==> config.mk <==
export PLATFORM = sky130hd
export DESIGN_NAME = att_cell
export DESIGN_NICKNAME = d
export VERILOG_FILES = /design/src/rtl/core/att_pkg.sv /design/src/rtl/core/att_cell.sv
export SDC_FILE = /design/constraint.sdc
export NUM_CORES = 1
export LEC_CHECK = 0
export BUFFER_PORTS_ARGS = -buffer_cell sky130_fd_sc_hd__buf_4
export CAP_MARGIN = 25
export CORE_UTILIZATION = 25
export DETAILED_ROUTE_END_ITERATION = 10
export PLACE_DENSITY = 0.59
export SYNTH_ARGS = -nofsm -noshare
export SYNTH_HDL_FRONTEND = slang
export SYNTH_SLANG_ARGS = --single-unit
export TNS_END_PERCENT = 10
==> constraint.sdc <==
create_clock -name clk -period 0.8 [get_ports clk]
set_input_delay 0.04 -clock clk [delete_from_list [all_inputs] [get_ports clk]]
set_output_delay 0.04 -clock clk [all_outputs]
set_load 0.1 [all_outputs]
==> src/rtl/core/att_pkg.sv <==
// Shared types and constants for the allocation tracking table.
// Used by att_cell, att_ctrl, allocation_tracking_table and att_checker.
package att_pkg;

  localparam int HANDLE_W = 32;
  localparam int SIZE_W   = 24;
  localparam int STAMP_W  = 48;
  localparam int WORD_W   = 32;
  localparam int THR_W    = 43;   // (2^32) * 1000 fits in 43 bits
  localparam int CMD_W    = 2;
  localparam int STATUS_W = 3;
  localparam int SLOT_W   = 7;
  localparam int COUNT_W  = 8;
  localparam int IN_DATA_W  = 112;
  localparam int OUT_DATA_W = 216;
  localparam int CFG_IDX_W  = 1;

  localparam int US_PER_MS = 1000;
  localparam logic [WORD_W-1:0] LEAK_AGE_RESET = 32'd30000;

  localparam logic [CMD_W-1:0] CMD_ALLOC = 2'd0;
  localparam logic [CMD_W-1:0] CMD_FREE  = 2'd1;
  localparam logic [CMD_W-1:0] CMD_SCAN  = 2'd2;

  localparam logic [STATUS_W-1:0] ST_TRACKED   = 3'd0;
  localparam logic [STATUS_W-1:0] ST_FULL      = 3'd1;
  localparam logic [STATUS_W-1:0] ST_FAILED    = 3'd2;
  localparam logic [STATUS_W-1:0] ST_FREED     = 3'd3;
  localparam logic [STATUS_W-1:0] ST_UNKNOWN   = 3'd4;
  localparam logic [STATUS_W-1:0] ST_IGNORED   = 3'd5;
  localparam logic [STATUS_W-1:0] ST_SCAN_DONE = 3'd6;

  localparam logic [CFG_IDX_W-1:0] REG_TRACK_EN = 1'd0;
  localparam logic [CFG_IDX_W-1:0] REG_LEAK_AGE = 1'd1;

  typedef struct packed {
    logic                active;
    logic [HANDLE_W-1:0] handle;
    logic [SIZE_W-1:0]   size;
    logic [STAMP_W-1:0]  stamp;
  } entry_t;

  typedef struct packed {
    logic              enable;
    logic [WORD_W-1:0] leak_age_ms;
  } cfg_t;

endpackage

==> src/rtl/core/att_cell.sv <==
// One slot of the rotating table: active mark plus handle, size and stamp.
// Depends on att_pkg for entry_t.
module att_cell (
  input  logic            clk,
  input  logic            rst_n,
  input  logic            shift_en,
  input  att_pkg::entry_t d_in,
  output att_pkg::entry_t q
);

  logic                         active_r;
  logic [att_pkg::HANDLE_W-1:0] handle_r;
  logic [att_pkg::SIZE_W-1:0]   size_r;
  logic [att_pkg::STAMP_W-1:0]  stamp_r;

  always_ff @(posedge clk) begin
    if (!rst_n) begin
      active_r <= 1'b0;
    end else if (shift_en) begin
      active_r <= d_in.active;
    end
  end

  // payload is only meaningful while active, no reset
  always_ff @(posedge clk) begin
    if (shift_en) begin
      handle_r <= d_in.handle;
      size_r   <= d_in.size;
      stamp_r  <= d_in.stamp;
    end
  end

  assign q.active = active_r;
  assign q.handle = handle_r;
  assign q.size   = size_r;
  assign q.stamp  = stamp_r;

endmodule

==> Flow_metrics.wiki, run 1 <==
{| class="wikitable"
! Metric !! Value
|-
| Status || did not finish
|-
| Stage reached || clock tree synthesis
|-
| First error message || [ERROR RSZ-0060] Max buffer count reached.
|-
| Clock sink count || about 110
|-
| Count of H-tree levels built during CTS || 3
|-
| Distinct cells, synth || 5
|-
| Starting density of the core || 26.0%
|-
| Number of buffers inserted for hold repair after clock tree synthesis || around 100
|-
| Post-Synthesis Net Count || around 220
|-
| Num rows || 40
|-
| Buffer depth of the longest clock path || 2
|-
| Vert. Die Dim || 115 um
|-
| Count of buffers from port buffering || 212
|-
| Worst slack at placement || -0.0179 ns
|-
| Resized cells post-CTS || about 110
|-
| Setup fix buffers added after clock tree synthesis || 0
|-
| Largest cells by area after synthesis || sky130_fd_sc_hd__edfxtp_1 (99%), sky130_fd_sc_hd__dfxtp_1 (0.63%), sky130_fd_sc_hd__mux2i_1 (0.32%)
|-
| Flip-flop and latch count after synthesis || 105
|-
| Width of the die || 115 um
|-
| Total I/O pin count || 213
|-
| TritonCTS Buffers || 9
|-
| Post-Syn Area || ~3200 um^2
|-
| Share of synthesized area occupied by flip-flops and latches || 99.2%
|-
| Post-synth top area share || 98.6%
|-
| Half-perimeter wire length after placement || between 6 and 7 mm
|-
| Total of warnings raised by yosys || 0
|-
| Clk root buf || sky130_fd_sc_hd__clkbuf_16
|-
| Syn avg cell area || roughly 30 um^2
|-
| Cells after Synth || 108
|-
| Area leader, netlist || sky130_fd_sc_hd__edfxtp_1
|-
| Routability congestion estimate || 0.668
|}
-- cell families after synthesis --
logic type             after synthesis  synth area share, %
muxes                                1                0.316
buffers and inverters                1                0.237
and+or+nand+nor                      1                0.198
DFF                                105                 99.2
-- cell usage after synthesis, drive strengths merged --
library cell	n
buf	1
dfxtp	1
edfxtp	104
nor2b	1
mux2i	1
-- per-stage QoR --
step	std cells	instance area (um^2)
2_1_floorplan	108	3170
3_3_place_gp	493	5030
3_5_place_dp	493	5030
==> run 2: changes to the inputs <==
- CORE_UTILIZATION: 25 -> 20
- PLACE_DENSITY: 0.59 -> not set
- PLACE_DENSITY_LB_ADDON: not set -> 0.15
- clock period: 0.8 -> 1 ns (I/O delays scaled with it)
==> run 2 against run 1 <==
Against the previous run:
- the flow now finishes, with violations (negative setup slack)
- synthesized cell count stayed put
- area after synthesis stayed put
==> Flow_metrics.wiki, run 2 <==
{| class="wikitable"
! Metric !! Value
|-
| Area of the die || 16300 um^2
|-
| Final core utilization || 44.6%
|-
| Final Max Tran Viols || 0
|-
| Half-perimeter wire length after placement || 6.20 mm (-1.3%)
|-
| Num rows || 45 (+13%)
|-
| Cells after Synth || 108 (unchanged)
|-
| CP cell instances || buf_6
|-
| Share of layout cells above drive strength 1 || 51.6%
|-
| Clock slew at the register clock pins of the worst setup and hold paths || 0.07 ns
|-
| Share of synthesized area occupied by flip-flops and latches || 99.2% (unchanged)
|-
| Maximum number of pins on one net before global-route repair || 47
|-
| Count of buffers from port buffering || 212 (unchanged)
|-
| Width of the die || 128 um (+12%)
|-
| Async SR Flop Fraction || 0% (unchanged)
|-
| Worst Tran Pin Value || around 0.26 ns
|-
| Crit path DAT || between 0.9 and 1 ns
|-
| Cell count after placement || 533 (+8.1%)
|-
| Number of global-route vias before repair || 2621
|-
| Most frequent standard cell in the layout excluding fill and tap cells || sky130_fd_sc_hd__buf_4
|-
| Largest Register || stamp_r
|-
| Critical path startpoint category || register
|-
| Total I/O pin count || 213 (unchanged)
|-
| Number of buffers and inverters on the critical path || 1
|-
| Number of filler cells placed in the layout || 1412
|-
| Leading cell types in the layout, fill and taps excluded || sky130_fd_sc_hd__buf_4 (108), sky130_fd_sc_hd__dlygate4sd3_1 (106), sky130_fd_sc_hd__edfxtp_1 (104), sky130_fd_sc_hd__buf_6 (101), sky130_fd_sc_hd__clkbuf_16 (9)
|-
| Final std cells w/o fill || 655
|-
| Inserted Diodes || 0
|-
| Vert. Die Dim || 128 um (+12%)
|-
| Slowest cell delay on critical path || ~0.41 ns
|-
| Upper clock frequency limit || 0.979 GHz
|-
| Sequential cell area || 3140 um^2
|-
| EDFF count, synth || 104 (unchanged)
|-
| Initial antenna violation count || 0
|-
| Failing checks || negative setup slack
|-
| Reg2Reg Launch Point || active_r
|-
| Top post-synthesis cells by count || sky130_fd_sc_hd__edfxtp_1 (104), sky130_fd_sc_hd__buf_4 (1), sky130_fd_sc_hd__dfxtp_1 (1), sky130_fd_sc_hd__mux2i_1 (1), sky130_fd_sc_hd__nor2b_1 (1)
|-
| Status || complete, but fails checks
|-
| Hold violation count in the final report || 0
|-
| Routed length per placed instance || 14.1 um
|-
| Hold Crit Start || shift_en
|-
| Number of nets in the final layout || 547
|-
| Total global routing track utilization || 11.7%
|-
| Critical path start-end classification || reg -> out
|-
| Crit share post-route || 102%
|-
| Routed via count || 2336
|-
| Power density over the cells || 1890 nW/um^2
|-
| Minimum clock period || between 1 and 1.5 ns
|-
| Insertion delay of the later-clocked pin in the worst-skew pair || 0.35 ns
|-
| Largest cells by area after synthesis || sky130_fd_sc_hd__edfxtp_1 (99%), sky130_fd_sc_hd__dfxtp_1 (0.63%), sky130_fd_sc_hd__mux2i_1 (0.32%)
|-
| Largest regs || stamp_r x48, handle_r x32, size_r x24
|-
| Synth Flop Type || sky130_fd_sc_hd__edfxtp_1
|-
| Setup repair after global routing missed its margin || true
|-
| Post-Synthesis Net Count || 216 (unchanged)
|-
| Starting density of the core || 20.7% (-5.4 points)
|-
| CP Capture Type || primary output
|-
| Buffer depth of the longest clock path || 2 (unchanged)
|-
| Relative area change from synthesis to final layout || 116%
|-
| Maximum net fanout on the critical path || 1
|-
| Post-synth top area share || 98.6% (unchanged)
|-
| Worst Clk Skew || 0 ns
|-
| Path class of the lowest-slack min-delay path || in -> reg
|-
| Syn avg cell area || 29.3 um^2 (unchanged)
|-
| Detailed-route wire length || 9.26 mm
|-
| Clock tree from TritonCTS || done
|-
| Drt first-iter violations || 141
|-
| Per-cell via count in the routed design || 3.57
|-
| Count of H-tree levels built during CTS || 3 (unchanged)
|-
| Worst IR drop on VDD || between 1000 and 1500 uV
|-
| Total of warnings raised by yosys || 0 (unchanged)
|-
| Maximum capacitance violations || 0
|-
| Worst Setup SP || size_r[22]
|-
| Final global-route overflow total || 0
|-
| Final Worst Setup Slack || -0.0213 ns
|-
| Crit-path leading delay family || flip-flops
|-
| Static Leak || 2.80 nW
|-
| Remaining DRCs || 0
|-
| Clk root buf || sky130_fd_sc_hd__clkbuf_16
|-
| Total Power Consumption || between 10 and 15 mW
|-
| Area leader, netlist || sky130_fd_sc_hd__edfxtp_1
|-
| Flip-flop and latch count after synthesis || 105 (unchanged)
|-
| Post-route ant nets || 0
|-
| First-pass GRT wire length || 13.8 mm
|-
| Post-Syn Area || 3170 um^2 (unchanged)
|-
| Number of flip-flops in the largest register || 48
|-
| Routability congestion estimate || 0.683 (+2.4%)
|-
| Pre-Repair DR Iteration Count || 4
|-
| Crit path required time || 0.95 ns
|-
| Worst slew margin || 82.5%
|-
| Multi-input gate area in the final layout || 16.3 um^2
|-
| Clock sink count || 105 (unchanged)
|-
| Crit path max-delay cell type || sky130_fd_sc_hd__edfxtp_1
|-
| Most frequently used cell type in the post-synthesis netlist || sky130_fd_sc_hd__edfxtp_1
|-
| Core Box Area || around 15000 um^2
|-
| Distinct cells, synth || 5 (unchanged)
|-
| TritonCTS Buffers || 9 (unchanged)
|-
| Count of endpoints failing setup in the final report || 5
|}
[run 2: cell families after synthesis]
group,Yosys count,synth area share (%)
simple gates,1,0.198
flops,105,99.2
mux,1,0.316
buf+inv,1,0.237
[run 2: area by class of cell]
type | instances | share of cell area [%]
sequential | 105 | 46.1
timing repair buffer | 321 | 45.6
tap | 211 | 3.87
clock buffer | 11 | 3.41
clock inverter | 5 | 0.825
multi-input combinational | 2 | 0.238
[run 2: worst paths after layout]
check / cells past startpoint / slack (ns) / end
max: 1 / -0.02 / q[70]
min: 2 / 0.21 / handle_r[11]
max reg2reg: 2 / 0.36 / active_r
min reg2reg: 2 / 0.57 / active_r
[run 2: metrics by stage]
step           TNS (ns)  hold slack (ns)  area (um^2)  worst slack (ns)
6_report        -0.0397            0.212         6830           -0.0213
5_1_grt           -2.74            0.220         6830           -0.0662
4_1_cts          -0.986            0.196         6810           -0.0426
3_5_place_dp          0            0.229         5060             0.186
3_3_place_gp          0            0.228         5060             0.193
2_1_floorplan         0            0.149         3170            0.0460
[run 2: worst reg2reg max path: cells and delay by family (launching register included)]
family | cells | cell delay, ns
flops | 1 | 0.34
mux | 1 | 0.13
simple gates | 1 | 0.07
[run 2: metal layers]
metal,routed length (um),part of all wire [%],global-route usage [%],vias up
met3,974,11,6.43,17
li1,-,-,-,1099
met5,0,0,0,-
met1,3160,34,11.0,1089
met2,4910,53,20.7,131
met4,218,2.4,5.67,0
[run 2: repair_timing]
item,in CTS,in global routing
hold buffers,106,0
buffers inserted,0,0
resized for setup,105,6
endpoints found under the hold margin,105,0
endpoints found under the setup margin,105,105
[run 2: where the power goes]
part           internal, mW  switching, mW
combinational          1.18           2.84
sequential             5.23          0.158
clock                  1.94           1.57
No activity file was read; power rests on OpenSTA's default activity.
==> run 3: changes to the inputs <==
- CORE_UTILIZATION: 20 -> 25
- SKIP_CTS_REPAIR_TIMING: not set -> 1
- clock period: 1 -> 0.9 ns (I/O delays scaled with it)
==> run 3 against run 2 <==
Against the previous run:
- the run now fails in global routing
- synthesized cell count unchanged
- area after synthesis unchanged
==> Flow_metrics.wiki, run 3 <==
{| class="wikitable"
! Metric !! Value
|-
| Status || did not finish
|-
| Stage reached || global routing
|-
| First error message || [ERROR RSZ-0060] Max buffer count reached.
|-
| Total I/O pin count || 213 (unchanged)
|-
| Worst endpoint pin kind || top-level output
|-
| Half-perimeter wire length after placement || 5.31 mm (-14%)
|-
| Flip-flop and latch count after synthesis || 105 (unchanged)
|-
| Maximum number of pins on one net before global-route repair || 23
|-
| Width of the die || 115 um (-10%)
|-
| Most frequently used cell type in the post-synthesis netlist || sky130_fd_sc_hd__edfxtp_1
|-
| Distinct cells, synth || 5 (unchanged)
|-
| EDFF count, synth || 104 (unchanged)
|-
| Buffer depth of the longest clock path || 2 (unchanged)
|-
| Count of H-tree levels built during CTS || 3 (unchanged)
|-
| Clock sink count || 105 (unchanged)
|-
| Num rows || 40 (-11%)
|-
| Worst slack at placement || 0.0467 ns (-0.139 ns)
|-
| Post-Syn Area || 3170 um^2 (unchanged)
|-
| Clk root buf || sky130_fd_sc_hd__clkbuf_16
|-
| Area leader, netlist || sky130_fd_sc_hd__edfxtp_1
|-
| Vert. Die Dim || 115 um (-10%)
|-
| Total of warnings raised by yosys || 0 (unchanged)
|-
| Routability congestion estimate || 0.649 (-5.0%)
|-
| Starting density of the core || 26.0% (+5.4 points)
|-
| Share of synthesized area occupied by flip-flops and latches || 99.2% (unchanged)
|-
| TritonCTS Buffers || 9 (unchanged)
|-
| Syn avg cell area || 29.3 um^2 (unchanged)
|-
| Synth Flop Type || sky130_fd_sc_hd__edfxtp_1
|-
| Async SR Flop Fraction || 0% (unchanged)
|-
| Top post-synthesis cells by count || sky130_fd_sc_hd__edfxtp_1 (104), sky130_fd_sc_hd__buf_4 (1), sky130_fd_sc_hd__dfxtp_1 (1), sky130_fd_sc_hd__mux2i_1 (1), sky130_fd_sc_hd__nor2b_1 (1)
|-
| Post-synth top area share || 98.6% (unchanged)
|-
| Largest cells by area after synthesis || sky130_fd_sc_hd__edfxtp_1 (99%), sky130_fd_sc_hd__dfxtp_1 (0.63%), sky130_fd_sc_hd__mux2i_1 (0.32%)
|-
| Crit. endpoint post-GRT repair || q[88]
|-
| Post-Synthesis Net Count || 216 (unchanged)
|-
| Cells after Synth || 108 (unchanged)
|-
| Count of buffers from port buffering || 212 (unchanged)
|}
## run 3: cell counts after synthesis
No cell type changed its count.
## run 3: per-stage QoR
stage,instance area [um^2],utilization [%],cells,TNS [ns]
4_1_cts,5340,43.9,509,-13.17
3_5_place_dp,5060,41.6,493,0
3_3_place_gp,5060,41.6,493,0
2_1_floorplan,3170,-,108,-5.10
## run 3: cell families after synthesis
kind of cell  share of synthesized area (%)
simple gates                          0.198
flops                                  99.2
mux                                   0.316
buf+inv                               0.237
