**src/rtl/core/att_pkg.sv**
```systemverilog
// Shared types and constants for the allocation tracking table.
// Used by att_cell, att_ctrl, allocation_tracking_table and att_checker.
package att_pkg;

  localparam int HANDLE_W = 32;
  localparam int SIZE_W   = 24;
  localparam int STAMP_W  = 48;
  localparam int WORD_W   = 32;
  localparam int THR_W    = 43;   // (2^32) * 1000 fits in 43 bits
  localparam int CMD_W    = 2;
  localparam int STATUS_W = 3;
  localparam int SLOT_W   = 7;
  localparam int COUNT_W  = 8;
  localparam int IN_DATA_W  = 112;
  localparam int OUT_DATA_W = 216;
  localparam int CFG_IDX_W  = 1;

  localparam int US_PER_MS = 1000;
  localparam logic [WORD_W-1:0] LEAK_AGE_RESET = 32'd30000;

  localparam logic [CMD_W-1:0] CMD_ALLOC = 2'd0;
  localparam logic [CMD_W-1:0] CMD_FREE  = 2'd1;
  localparam logic [CMD_W-1:0] CMD_SCAN  = 2'd2;

  localparam logic [STATUS_W-1:0] ST_TRACKED   = 3'd0;
  localparam logic [STATUS_W-1:0] ST_FULL      = 3'd1;
  localparam logic [STATUS_W-1:0] ST_FAILED    = 3'd2;
  localparam logic [STATUS_W-1:0] ST_FREED     = 3'd3;
  localparam logic [STATUS_W-1:0] ST_UNKNOWN   = 3'd4;
  localparam logic [STATUS_W-1:0] ST_IGNORED   = 3'd5;
  localparam logic [STATUS_W-1:0] ST_SCAN_DONE = 3'd6;

  localparam logic [CFG_IDX_W-1:0] REG_TRACK_EN = 1'd0;
  localparam logic [CFG_IDX_W-1:0] REG_LEAK_AGE = 1'd1;

  typedef struct packed {
    logic                active;
    logic [HANDLE_W-1:0] handle;
    logic [SIZE_W-1:0]   size;
    logic [STAMP_W-1:0]  stamp;
  } entry_t;

  typedef struct packed {
    logic              enable;
    logic [WORD_W-1:0] leak_age_ms;
  } cfg_t;

endpackage

```
**src/rtl/core/att_ctrl.sv**
```systemverilog
// Command sequencer: walks the cell ring once per lookup or scan, keeps the
// counters and owns the result register. Depends on att_pkg.
module att_ctrl #(
  parameter int SLOTS = 128
) (
  input  logic                           clk,
  input  logic                           rst_n,
  input  logic                           in_tvalid,
  output logic                           in_tready,
  input  logic [att_pkg::CMD_W-1:0]      in_tuser,
  input  logic [att_pkg::IN_DATA_W-1:0]  in_tdata,
  output logic                           out_tvalid,
  input  logic                           out_tready,
  output logic [att_pkg::STATUS_W-1:0]   out_tuser,
  output logic [att_pkg::OUT_DATA_W-1:0] out_tdata,
  input  att_pkg::cfg_t                  cfg,
  input  att_pkg::entry_t                head,
  output att_pkg::entry_t                wb,
  output logic                           shift_en
);

  localparam int IDX_W = $clog2(SLOTS);
  localparam int CNT_W = $clog2(SLOTS + 1);

  typedef enum logic [2:0] {S_IDLE, S_PREP, S_WALK, S_FIN, S_RESP} state_t;

  state_t                              state_r;
  logic [att_pkg::CMD_W-1:0]           cmd_r;
  logic [att_pkg::HANDLE_W-1:0]        handle_r;
  logic [att_pkg::SIZE_W-1:0]          size_r;
  logic [att_pkg::STAMP_W-1:0]         now_r;
  logic [att_pkg::THR_W-1:0]           thr_r;
  logic [IDX_W-1:0]                    step_r;
  logic                                found_r;
  logic [IDX_W-1:0]                    hit_idx_r;
  logic [att_pkg::SIZE_W-1:0]          hit_size_r;
  logic [CNT_W-1:0]                    leak_cnt_r;
  logic [att_pkg::WORD_W-1:0]          leak_sum_r;
  logic [att_pkg::STATUS_W-1:0]        status_r;
  logic [CNT_W-1:0]                    live_r;
  logic [att_pkg::WORD_W-1:0]          used_r;
  logic [att_pkg::WORD_W-1:0]          peak_r;
  logic [att_pkg::WORD_W-1:0]          allocs_r;
  logic [att_pkg::WORD_W-1:0]          frees_r;
  logic [att_pkg::WORD_W-1:0]          fails_r;
  logic                                out_valid_r;
  logic [att_pkg::STATUS_W-1:0]        out_status_r;
  logic [att_pkg::OUT_DATA_W-1:0]      out_data_r;

  logic [att_pkg::HANDLE_W-1:0]        in_handle;
  logic [att_pkg::SIZE_W-1:0]          in_size;
  logic                                in_ok;
  logic [att_pkg::STAMP_W-1:0]         in_now;
  logic [att_pkg::STAMP_W-1:0]         age_us;
  logic                                is_leak;
  logic                                alloc_hit;
  logic                                free_hit;
  logic                                last_step;
  logic [att_pkg::WORD_W-1:0]          used_add_nxt;
  logic [att_pkg::WORD_W-1:0]          used_sub_nxt;

  assign in_handle = in_tdata[31:0];
  assign in_size   = in_tdata[55:32];
  assign in_ok     = in_tdata[56];
  assign in_now    = in_tdata[104:57];

  // age_ms > limit  <=>  age_us >= (limit + 1) * 1000
  assign age_us    = now_r - head.stamp;
  assign is_leak   = head.active && (age_us >= att_pkg::STAMP_W'(thr_r));
  assign alloc_hit = (cmd_r == att_pkg::CMD_ALLOC) && !found_r && !head.active;
  assign free_hit  = (cmd_r == att_pkg::CMD_FREE) && !found_r && head.active &&
                     (head.handle == handle_r);
  assign last_step = (step_r == IDX_W'(SLOTS - 1));

  assign used_add_nxt = used_r + att_pkg::WORD_W'(size_r);
  assign used_sub_nxt = used_r - att_pkg::WORD_W'(hit_size_r);

  always_comb begin
    wb = head;
    if (alloc_hit) begin
      wb.active = 1'b1;
      wb.handle = handle_r;
      wb.size   = size_r;
      wb.stamp  = now_r;
    end else if (free_hit) begin
      wb.active = 1'b0;
    end
  end

  assign shift_en   = (state_r == S_WALK);
  assign in_tready  = (state_r == S_IDLE);
  assign out_tvalid = out_valid_r;
  assign out_tuser  = out_status_r;
  assign out_tdata  = out_data_r;

  always_ff @(posedge clk) begin
    if (!rst_n) begin
      state_r     <= S_IDLE;
      out_valid_r <= 1'b0;
      live_r      <= '0;
      used_r      <= '0;
      peak_r      <= '0;
      allocs_r    <= '0;
      frees_r     <= '0;
      fails_r     <= '0;
    end else begin
      if (out_valid_r && out_tready) begin
        out_valid_r <= 1'b0;
      end
      case (state_r)
        S_IDLE: begin
          if (in_tvalid) begin
            cmd_r      <= in_tuser;
            handle_r   <= in_handle;
            size_r     <= in_size;
            now_r      <= in_now;
            step_r     <= '0;
            found_r    <= 1'b0;
            hit_idx_r  <= '0;
            leak_cnt_r <= '0;
            leak_sum_r <= '0;
            case (in_tuser)
              att_pkg::CMD_ALLOC: begin
                if (!cfg.enable) begin
                  status_r <= att_pkg::ST_IGNORED;
                  state_r  <= S_RESP;
                end else if (!in_ok || in_handle == '0) begin
                  fails_r  <= fails_r + 1'b1;
                  status_r <= att_pkg::ST_FAILED;
                  state_r  <= S_RESP;
                end else begin
                  state_r <= S_WALK;
                end
              end
              att_pkg::CMD_FREE: begin
                if (!cfg.enable) begin
                  status_r <= att_pkg::ST_IGNORED;
                  state_r  <= S_RESP;
                end else if (in_handle == '0) begin
                  status_r <= att_pkg::ST_UNKNOWN;
                  state_r  <= S_RESP;
                end else begin
                  state_r <= S_WALK;
                end
              end
              att_pkg::CMD_SCAN: begin
                state_r <= S_PREP;
              end
              default: begin
                status_r <= att_pkg::ST_IGNORED;
                state_r  <= S_RESP;
              end
            endcase
          end
        end
        S_PREP: begin
          thr_r   <= (att_pkg::THR_W'(cfg.leak_age_ms) + att_pkg::THR_W'(1)) *
                     att_pkg::THR_W'(att_pkg::US_PER_MS);
          state_r <= S_WALK;
        end
        S_WALK: begin
          step_r <= step_r + 1'b1;
          if (alloc_hit || free_hit) begin
            found_r    <= 1'b1;
            hit_idx_r  <= step_r;
            hit_size_r <= head.size;
          end
          if (cmd_r == att_pkg::CMD_SCAN && is_leak) begin
            leak_cnt_r <= leak_cnt_r + 1'b1;
            leak_sum_r <= leak_sum_r + att_pkg::WORD_W'(head.size);
          end
          if (last_step) begin
            state_r <= S_FIN;
          end
        end
        S_FIN: begin
          case (cmd_r)
            att_pkg::CMD_ALLOC: begin
              if (found_r) begin
                allocs_r <= allocs_r + 1'b1;
                live_r   <= live_r + 1'b1;
                used_r   <= used_add_nxt;
                if (used_add_nxt > peak_r) begin
                  peak_r <= used_add_nxt;
                end
                status_r <= att_pkg::ST_TRACKED;
              end else begin
                status_r <= att_pkg::ST_FULL;
              end
            end
            att_pkg::CMD_FREE: begin
              if (found_r) begin
                frees_r  <= frees_r + 1'b1;
                live_r   <= live_r - 1'b1;
                used_r   <= used_sub_nxt;
                status_r <= att_pkg::ST_FREED;
              end else begin
                status_r <= att_pkg::ST_UNKNOWN;
              end
            end
            default: begin
              status_r <= att_pkg::ST_SCAN_DONE;
            end
          endcase
          state_r <= S_RESP;
        end
        S_RESP: begin
          if (!out_valid_r || out_tready) begin
            out_valid_r  <= 1'b1;
            out_status_r <= status_r;
            out_data_r   <= {1'b0, leak_sum_r, att_pkg::COUNT_W'(leak_cnt_r),
                             fails_r, frees_r, allocs_r, peak_r, used_r,
                             att_pkg::COUNT_W'(live_r), att_pkg::SLOT_W'(hit_idx_r)};
            state_r      <= S_IDLE;
          end
        end
        default: begin
          state_r <= S_IDLE;
        end
      endcase
    end
  end

endmodule

```
**config.mk**
```make
export PLATFORM = sky130hd
export DESIGN_NAME = att_ctrl
export DESIGN_NICKNAME = d
export VERILOG_FILES = /design/src/rtl/core/att_pkg.sv /design/src/rtl/core/att_ctrl.sv
export SDC_FILE = /design/constraint.sdc
export NUM_CORES = 2
export LEC_CHECK = 0
export ABC_AREA = 1
export ABC_CLOCK_PERIOD_IN_PS = 31100
export BUFFER_PORTS_ARGS = -buffer_cell sky130_fd_sc_hd__buf_2
export CELL_PAD_IN_SITES_DETAIL_PLACEMENT = 0
export CELL_PAD_IN_SITES_GLOBAL_PLACEMENT = 1
export CORE_MARGIN = 10
export CORE_UTILIZATION = 30
export CTS_CLUSTER_DIAMETER = 60
export CTS_CLUSTER_SIZE = 16
export DETAILED_ROUTE_END_ITERATION = 12
export MAX_ROUTING_LAYER = met4
export PLACE_DENSITY = 0.6
export REMOVE_ABC_BUFFERS = 1
export SLEW_MARGIN = 15
export SYNTH_ARGS = -nofsm -noshare
export SYNTH_HDL_FRONTEND = slang
export SYNTH_SLANG_ARGS = --single-unit
```
**constraint.sdc**
```tcl
create_clock -name clk -period 31.1 [get_ports clk]
set_input_delay 4.665 -clock clk [delete_from_list [all_inputs] [get_ports clk]]
set_output_delay 4.665 -clock clk [all_outputs]
set_load 0.01 [all_outputs]
```
# == Yosys cells after proc, flatten, opt, wreduce, memory -nomap -nowiden ==
# Cells that the tools add are included.
# totals
input_bits,256
output_inout_bits,327
word_cells,137
reg_bits,618
# classes
reduce_logical,36
mul,1
n_addsub,12
n_mux,44
n_eq_ne,20
order_cmp,2
# op_table
cell,n
$mux W32,4
$pmux W32 S2,2
$mux W104,1
$add A32 B1 Y32 const B,3
$add A32 B24 Y32,2
$ge A48 B43 Y1,1
$sub A48 B48 Y48,1
$mul A33 B7 Y40 const B,1
$mux W3,13
$add A32 B1 Y33 const B,1
$eq A32 B32 Y1,1
$gt A32 B32 Y1,1
$logic_not A32 Y1,1
$mux W8,4
$pmux W8 S2,2
$sub A32 B24 Y32,1
$pmux W7 S2,2
$reduce_and A3 Y1,7
$pmux W3 S3,2
$add A8 B1 Y8 const B,2
$reduce_and A4 Y1,4
$pmux W3 S5,1
$mux W7,2
$pmux W3 S2,2
other kinds (22),54

# == Logic depth before layout (Yosys ltp) ==
# depth
word_depth,7
ltp_mapped,31
mapped_depth_nobuf,31

# == Worst setup path before layout ==
# OpenSTA, ideal clock, no wires.
# synth_path
path_kind,input port to flip-flop
startpoint,in rst_n
endpoint,"reg out_data_r (netlist bit out_tdata[0]), enable pin"
path_slack_ns,15.967
stages,4
required_ns,30.300
path_buffers,2
arrival_time_ns,14.333
setup_ns,0.800
path_cell_list,clkbuf_1 > clkbuf_1 > nand2_1 > nor2_1
# synth_between
elab_chain_len,1
# synth_lines
item,line_no,text
"start, declared",att_ctrl.sv:7,"input logic rst_n,"
$reduce_and A3 Y1 (no source line),n/a,
"end signal, assigned",att_ctrl.sv:211,"out_data_r <= {1'b0, leak_sum_r, att_pkg::COUNT_W'(leak_cnt_r),"
"end, declared",att_ctrl.sv:48,logic [att_pkg::OUT_DATA_W-1:0] out_data_r;
# No other way between the ends.
# A chain may end at the register's enable or synchronous reset.

==> impl_table.tex <==
\begin{tabular}{lr}
\hline
Metric & Value \\
\hline
\multicolumn{2}{l}{\textbf{Status}} \\
\quad Run status & completed \\
\multicolumn{2}{l}{\textbf{Placement}} \\
\quad Placer congestion estimate & 0.896 \\
\quad Port Buffers & 574 \\
\quad Area after detailed placement & 44000 um2 \\
\quad Total half-perimeter wirelength after legalization and detailed placement & 108 mm \\
\multicolumn{2}{l}{\textbf{Timing}} \\
\quad Hold violation count in the final report & 0 \\
\quad Portion of the clock cycle consumed by the worst path in the final layout & 0.369 \\
\quad Final setup vio count & 0 \\
\quad Worst clock skew & 0.0549 ns \\
\quad Worst Tran Pin Value & 1.09 ns \\
\quad Number of max-slew violations in the final report & 0 \\
\quad Maximum clock frequency & 87.0 MHz \\
\quad Headroom to the max-slew limit & 0.270 \\
\quad Final setup TNS & 0 ns \\
\quad Post-layout minimum cycle time & 11.49 ns \\
\quad Setup repair after global routing missed its margin & no \\
\multicolumn{2}{l}{\textbf{Min path}} \\
\quad Cell depth of the worst hold path & 0 \\
\quad Path category of the worst min-delay check & reg -> reg \\
\multicolumn{2}{l}{\textbf{Finish}} \\
\quad Layout fillers & 13.5k \\
\quad Synth-to-Final Area Change & 20.0\% \\
\quad Final net count & 5660 \\
\quad Layout cells sized above 1 & 0.163 \\
\quad Final Cell Area & 46800 um2 \\
\quad Most frequent standard cell in the layout excluding fill and tap cells & sky130\_fd\_sc\_hd\_\_inv\_1 \\
\quad Highest-count cells in the layout ignoring fill and taps & sky130\_fd\_sc\_hd\_\_inv\_1 (715), sky130\_fd\_sc\_hd\_\_nand2\_1 (713), sky130\_fd\_sc\_hd\_\_buf\_2 (573), sky130\_fd\_sc\_hd\_\_edfxtp\_1 (446), sky130\_fd\_sc\_hd\_\_a21oi\_1 (422) \\
\multicolumn{2}{l}{\textbf{Clocking}} \\
\quad TritonCTS buffer count & 78 \\
\quad Count of buffers added by post-CTS timing repair for setup & 0 \\
\quad Number of sinks handled by clock tree synthesis & 618 \\
\quad Clock tree from TritonCTS & built \\
\quad Clock-pin slew on the worst setup and hold paths & 0.06 ns \\
\quad Max Buffers Root-to-Sink & 3 \\
\quad Hold buffer count at cts & 0 \\
\quad Number of gates given a new drive strength after cts & 0 \\
\quad Buffer cell driving the clock tree root & sky130\_fd\_sc\_hd\_\_clkbuf\_16 \\
\quad Maximum level of the CTS H-tree & 3 \\
\quad Clock network latency to the later pin of the worst-skew pair & 0.69 ns \\
\multicolumn{2}{l}{\textbf{Floorplan}} \\
\quad Die footprint & 145000 um2 \\
\quad Width of the chip & 381 um \\
\quad Die Height & 381 um \\
\quad Core area & 129000 um2 \\
\quad I/O Pins & 583 \\
\quad Starting density of the core & 0.302 \\
\quad Cell row count & 132 \\
\multicolumn{2}{l}{\textbf{Setup path}} \\
\quad Depth of the worst register-to-register path & 22 \\
\quad Required arrival time at the worst endpoint & 26.44 ns \\
\quad Top fanout value on the critical path & 74 \\
\quad Element type at the critical path start & input pin \\
\quad Crit Path Category & in -> out \\
\quad Critical path endpoint category & output port \\
\quad Arrival time at the worst endpoint & 6.83 ns \\
\multicolumn{2}{l}{\textbf{Power and ir drop}} \\
\quad Static leakage & 20.5 nW \\
\quad Share of total power consumed by net switching & 0.386 \\
\quad Switching power total & 0.00127 W \\
\quad Share of power burned in the clock network & 0.292 \\
\quad IR Drop Worst-Case VDD & 39.9 uV \\
\quad Int Power & 0.00202 W \\
\quad Part of the power in combinational logic & 0.372 \\
\quad PwrDens & 70.4 nW/um2 \\
\quad Register share of total power & 0.335 \\
\multicolumn{2}{l}{\textbf{Routing}} \\
\quad Post-route antenna net violation count & 0 \\
\quad Met3 wirelength from detailed routing & 6.68 mm \\
\quad Met2 Wirelength & 62.5 mm \\
\quad Via-per-instance ratio & 4.64 \\
\quad DRC violation total after the first TritonRoute iteration & 1832 \\
\quad Overall routed net length & 132 mm \\
\quad Detailed-route wire length per cell & 19.3 um \\
\quad Total number of vias & 31.7k \\
\quad Top routing layer in use & met4 \\
\quad Number of detailed-route iterations in the first pass & 7 \\
\quad Met1 WL & 59.2 mm \\
\quad Detailed-route DRC error count & 0 \\
\multicolumn{2}{l}{\textbf{Synth}} \\
\quad Synthesized cell area & 39000 um2 \\
\quad Cell count after synthesis & 4416 \\
\quad Yosys Warn Count & 0 \\
\quad Mean cell area of the mapped netlist & 8.83 um2 \\
\quad Number of distinct standard cells referenced by the synthesized netlist & 65 \\
\quad Dominant register cell in the synthesized netlist & sky130\_fd\_sc\_hd\_\_edfxtp\_1 \\
\quad Register bit total from synthesis & 618 \\
\quad Share of synthesized area occupied by flip-flops and latches & 0.432 \\
\quad Post-synthesis async set-or-reset flop share & 0 \\
\quad Number of synthesized flops with an enable pin & 446 \\
\multicolumn{2}{l}{\textbf{GRT}} \\
\quad Pin count of the biggest net entering global routing & 142 \\
\quad First-pass GRT wire length & 199 mm \\
\quad Total global-route track usage & 0.182 \\
\quad Global-route congestion overflow total & 0 \\
\quad Via count of the first global-routing pass & 32.3k \\
\quad Antenna violations before repair & 10 \\
\multicolumn{2}{l}{\textbf{Flow run}} \\
\quad Maximum Capacitance Violations & 0 \\
\hline
\end{tabular}
-- cells by family (layout without fill, tap and decap cells) --
kind of cell | count (synthesis) | after routing | share of synthesized area
AO/OA/AOI/OAI | 838 | 838 | 0.120
XOR/XNOR | 202 | 202 | 0.0458
adder cells (fa/ha/maj) | 387 | 387 | 0.145
buffers and inverters | 796 | 1462 | 0.0768
flip-flops | 618 | 618 | 0.432
multiplexers | 34 | 34 | 0.00982
other | 1 | 10 | 0.0000962
AND/OR/NAND/NOR | 1540 | 1540 | 0.171
-- worst paths after layout --
kind               start            to  slack [ns]
max            head[104]       wb[103]       19.61
min          status_r[0]  out_tuser[0]        0.40
max reg2reg    size_r[2]    peak_r[23]       25.59
min reg2reg  status_r[0]  out_tuser[0]        0.40
-- cells in the mapped netlist, drive strengths merged, types with 2 or more instances --
| cell | number | share of area |
|---|---|---|
| o21a | 37 | 0.0071 |
| o221ai | 10 | 0.0022 |
| o221a | 3 | 0.00087 |
| xor2 | 144 | 0.033 |
| o22ai | 6 | 0.00096 |
| o2111ai | 3 | 0.00067 |
| inv | 723 | 0.070 |
| a211oi | 14 | 0.0027 |
| nor2 | 437 | 0.044 |
| nand3b | 9 | 0.0021 |
| o21bai | 19 | 0.0037 |
| a21oi | 423 | 0.054 |
| or2 | 12 | 0.0019 |
| nor3b | 5 | 0.00096 |
| and2 | 2 | 0.00032 |
| nor3 | 84 | 0.012 |
| o21ai | 224 | 0.029 |
| nand2 | 716 | 0.069 |
| nand3 | 164 | 0.022 |
| nor4 | 41 | 0.0073 |
| fa | 107 | 0.055 |
| xnor2 | 58 | 0.013 |
| clkinv | 2 | 0.00019 |
| nand4 | 64 | 0.010 |
| a21boi | 7 | 0.0013 |
| a31oi | 28 | 0.0045 |
| a22o | 2 | 0.00045 |
| buf | 16 | 0.0017 |
| a221oi | 2 | 0.00045 |
| and3 | 4 | 0.00064 |
| clkbuf | 55 | 0.0053 |
| a21o | 25 | 0.0048 |
| mux2 | 34 | 0.0098 |
| dfxtp | 172 | 0.088 |
| o211ai | 27 | 0.0052 |
| edfxtp | 446 | 0.34 |
| o31ai | 3 | 0.00058 |
| ha | 280 | 0.090 |
-- routing by layer --
layer	up-vias	global-route usage
li1	16121	-
met1	14734	0.226
met2	711	0.301
met3	171	0.0364
met4	0	0.0488
met5	-	-
-- power by group through the flow --
stage	registers [W]	logic, W	clock network [W]
2_1_floorplan	0.00114	0.000839	0
3_3_place_gp	0.00112	0.00123	0
3_5_place_dp	0.00112	0.00124	0
4_1_cts	0.00111	0.00125	0.000993
5_1_grt	0.00111	0.00141	0.00102
6_report	0.00110	0.00123	0.000963
-- state kept, by name, summed over array words and instances, names as in the netlist --
| signal | flops |
|---|---|
| out_tvalid | 1 |
| now_r | 48 |
| allocs_r | 32 |
| out_tuser | 3 |
| hit_size_r | 24 |
| hit_idx_r | 7 |
| fails_r | 32 |
| frees_r | 32 |
| leak_sum_r | 32 |
| state_r | 3 |
| size_r | 24 |
| status_r | 3 |
| used_r | 32 |
| cmd_r | 2 |
| found_r | 1 |
| thr_r | 40 |
| leak_cnt_r | 8 |
| out_tdata | 215 |
| live_r | 8 |
| handle_r | 32 |
| step_r | 7 |
| peak_r | 32 |
-- final cells by class --
class / count / area [um2] / area share
clock buffer: 84 / 2050 / 0.0438
timing repair buffer: 592 / 3020 / 0.0646
antenna: 9 / 22.5 / 0.000481
multi-input combinational: 3002 / 19200 / 0.411
tap: 1742 / 2180 / 0.0466
clock inverter: 61 / 734 / 0.0157
inverter: 725 / 2720 / 0.0582
sequential: 618 / 16800 / 0.360
-- per-stage QoR --
| stage | instances | setup WS [ns] | util | total power [W] | hold slack (ns) |
|---|---|---|---|---|---|
| floorplan | 4345 | 16.53 | - | 0.00198 | 0.400 |
| global placement | 6679 | 19.55 | 0.340 | 0.00236 | 0.406 |
| detailed placement | 6679 | 19.56 | 0.340 | 0.00236 | 0.409 |
| CTS | 6824 | 19.56 | 0.362 | 0.00334 | 0.406 |
| global route | 6827 | 19.47 | 0.362 | 0.00354 | 0.417 |
| finish | 6833 | 19.61 | 0.362 | 0.00329 | 0.403 |
-- worst max-delay path, cell delays in order --
cell,delay [ns]
sky130_fd_sc_hd__buf_2,0.12
sky130_fd_sc_hd__inv_1,0.13
sky130_fd_sc_hd__nand3_4,0.50
sky130_fd_sc_hd__buf_4,0.72
sky130_fd_sc_hd__mux2_2,0.44
sky130_fd_sc_hd__buf_2,0.15
(Power assumes the default switching activity.)
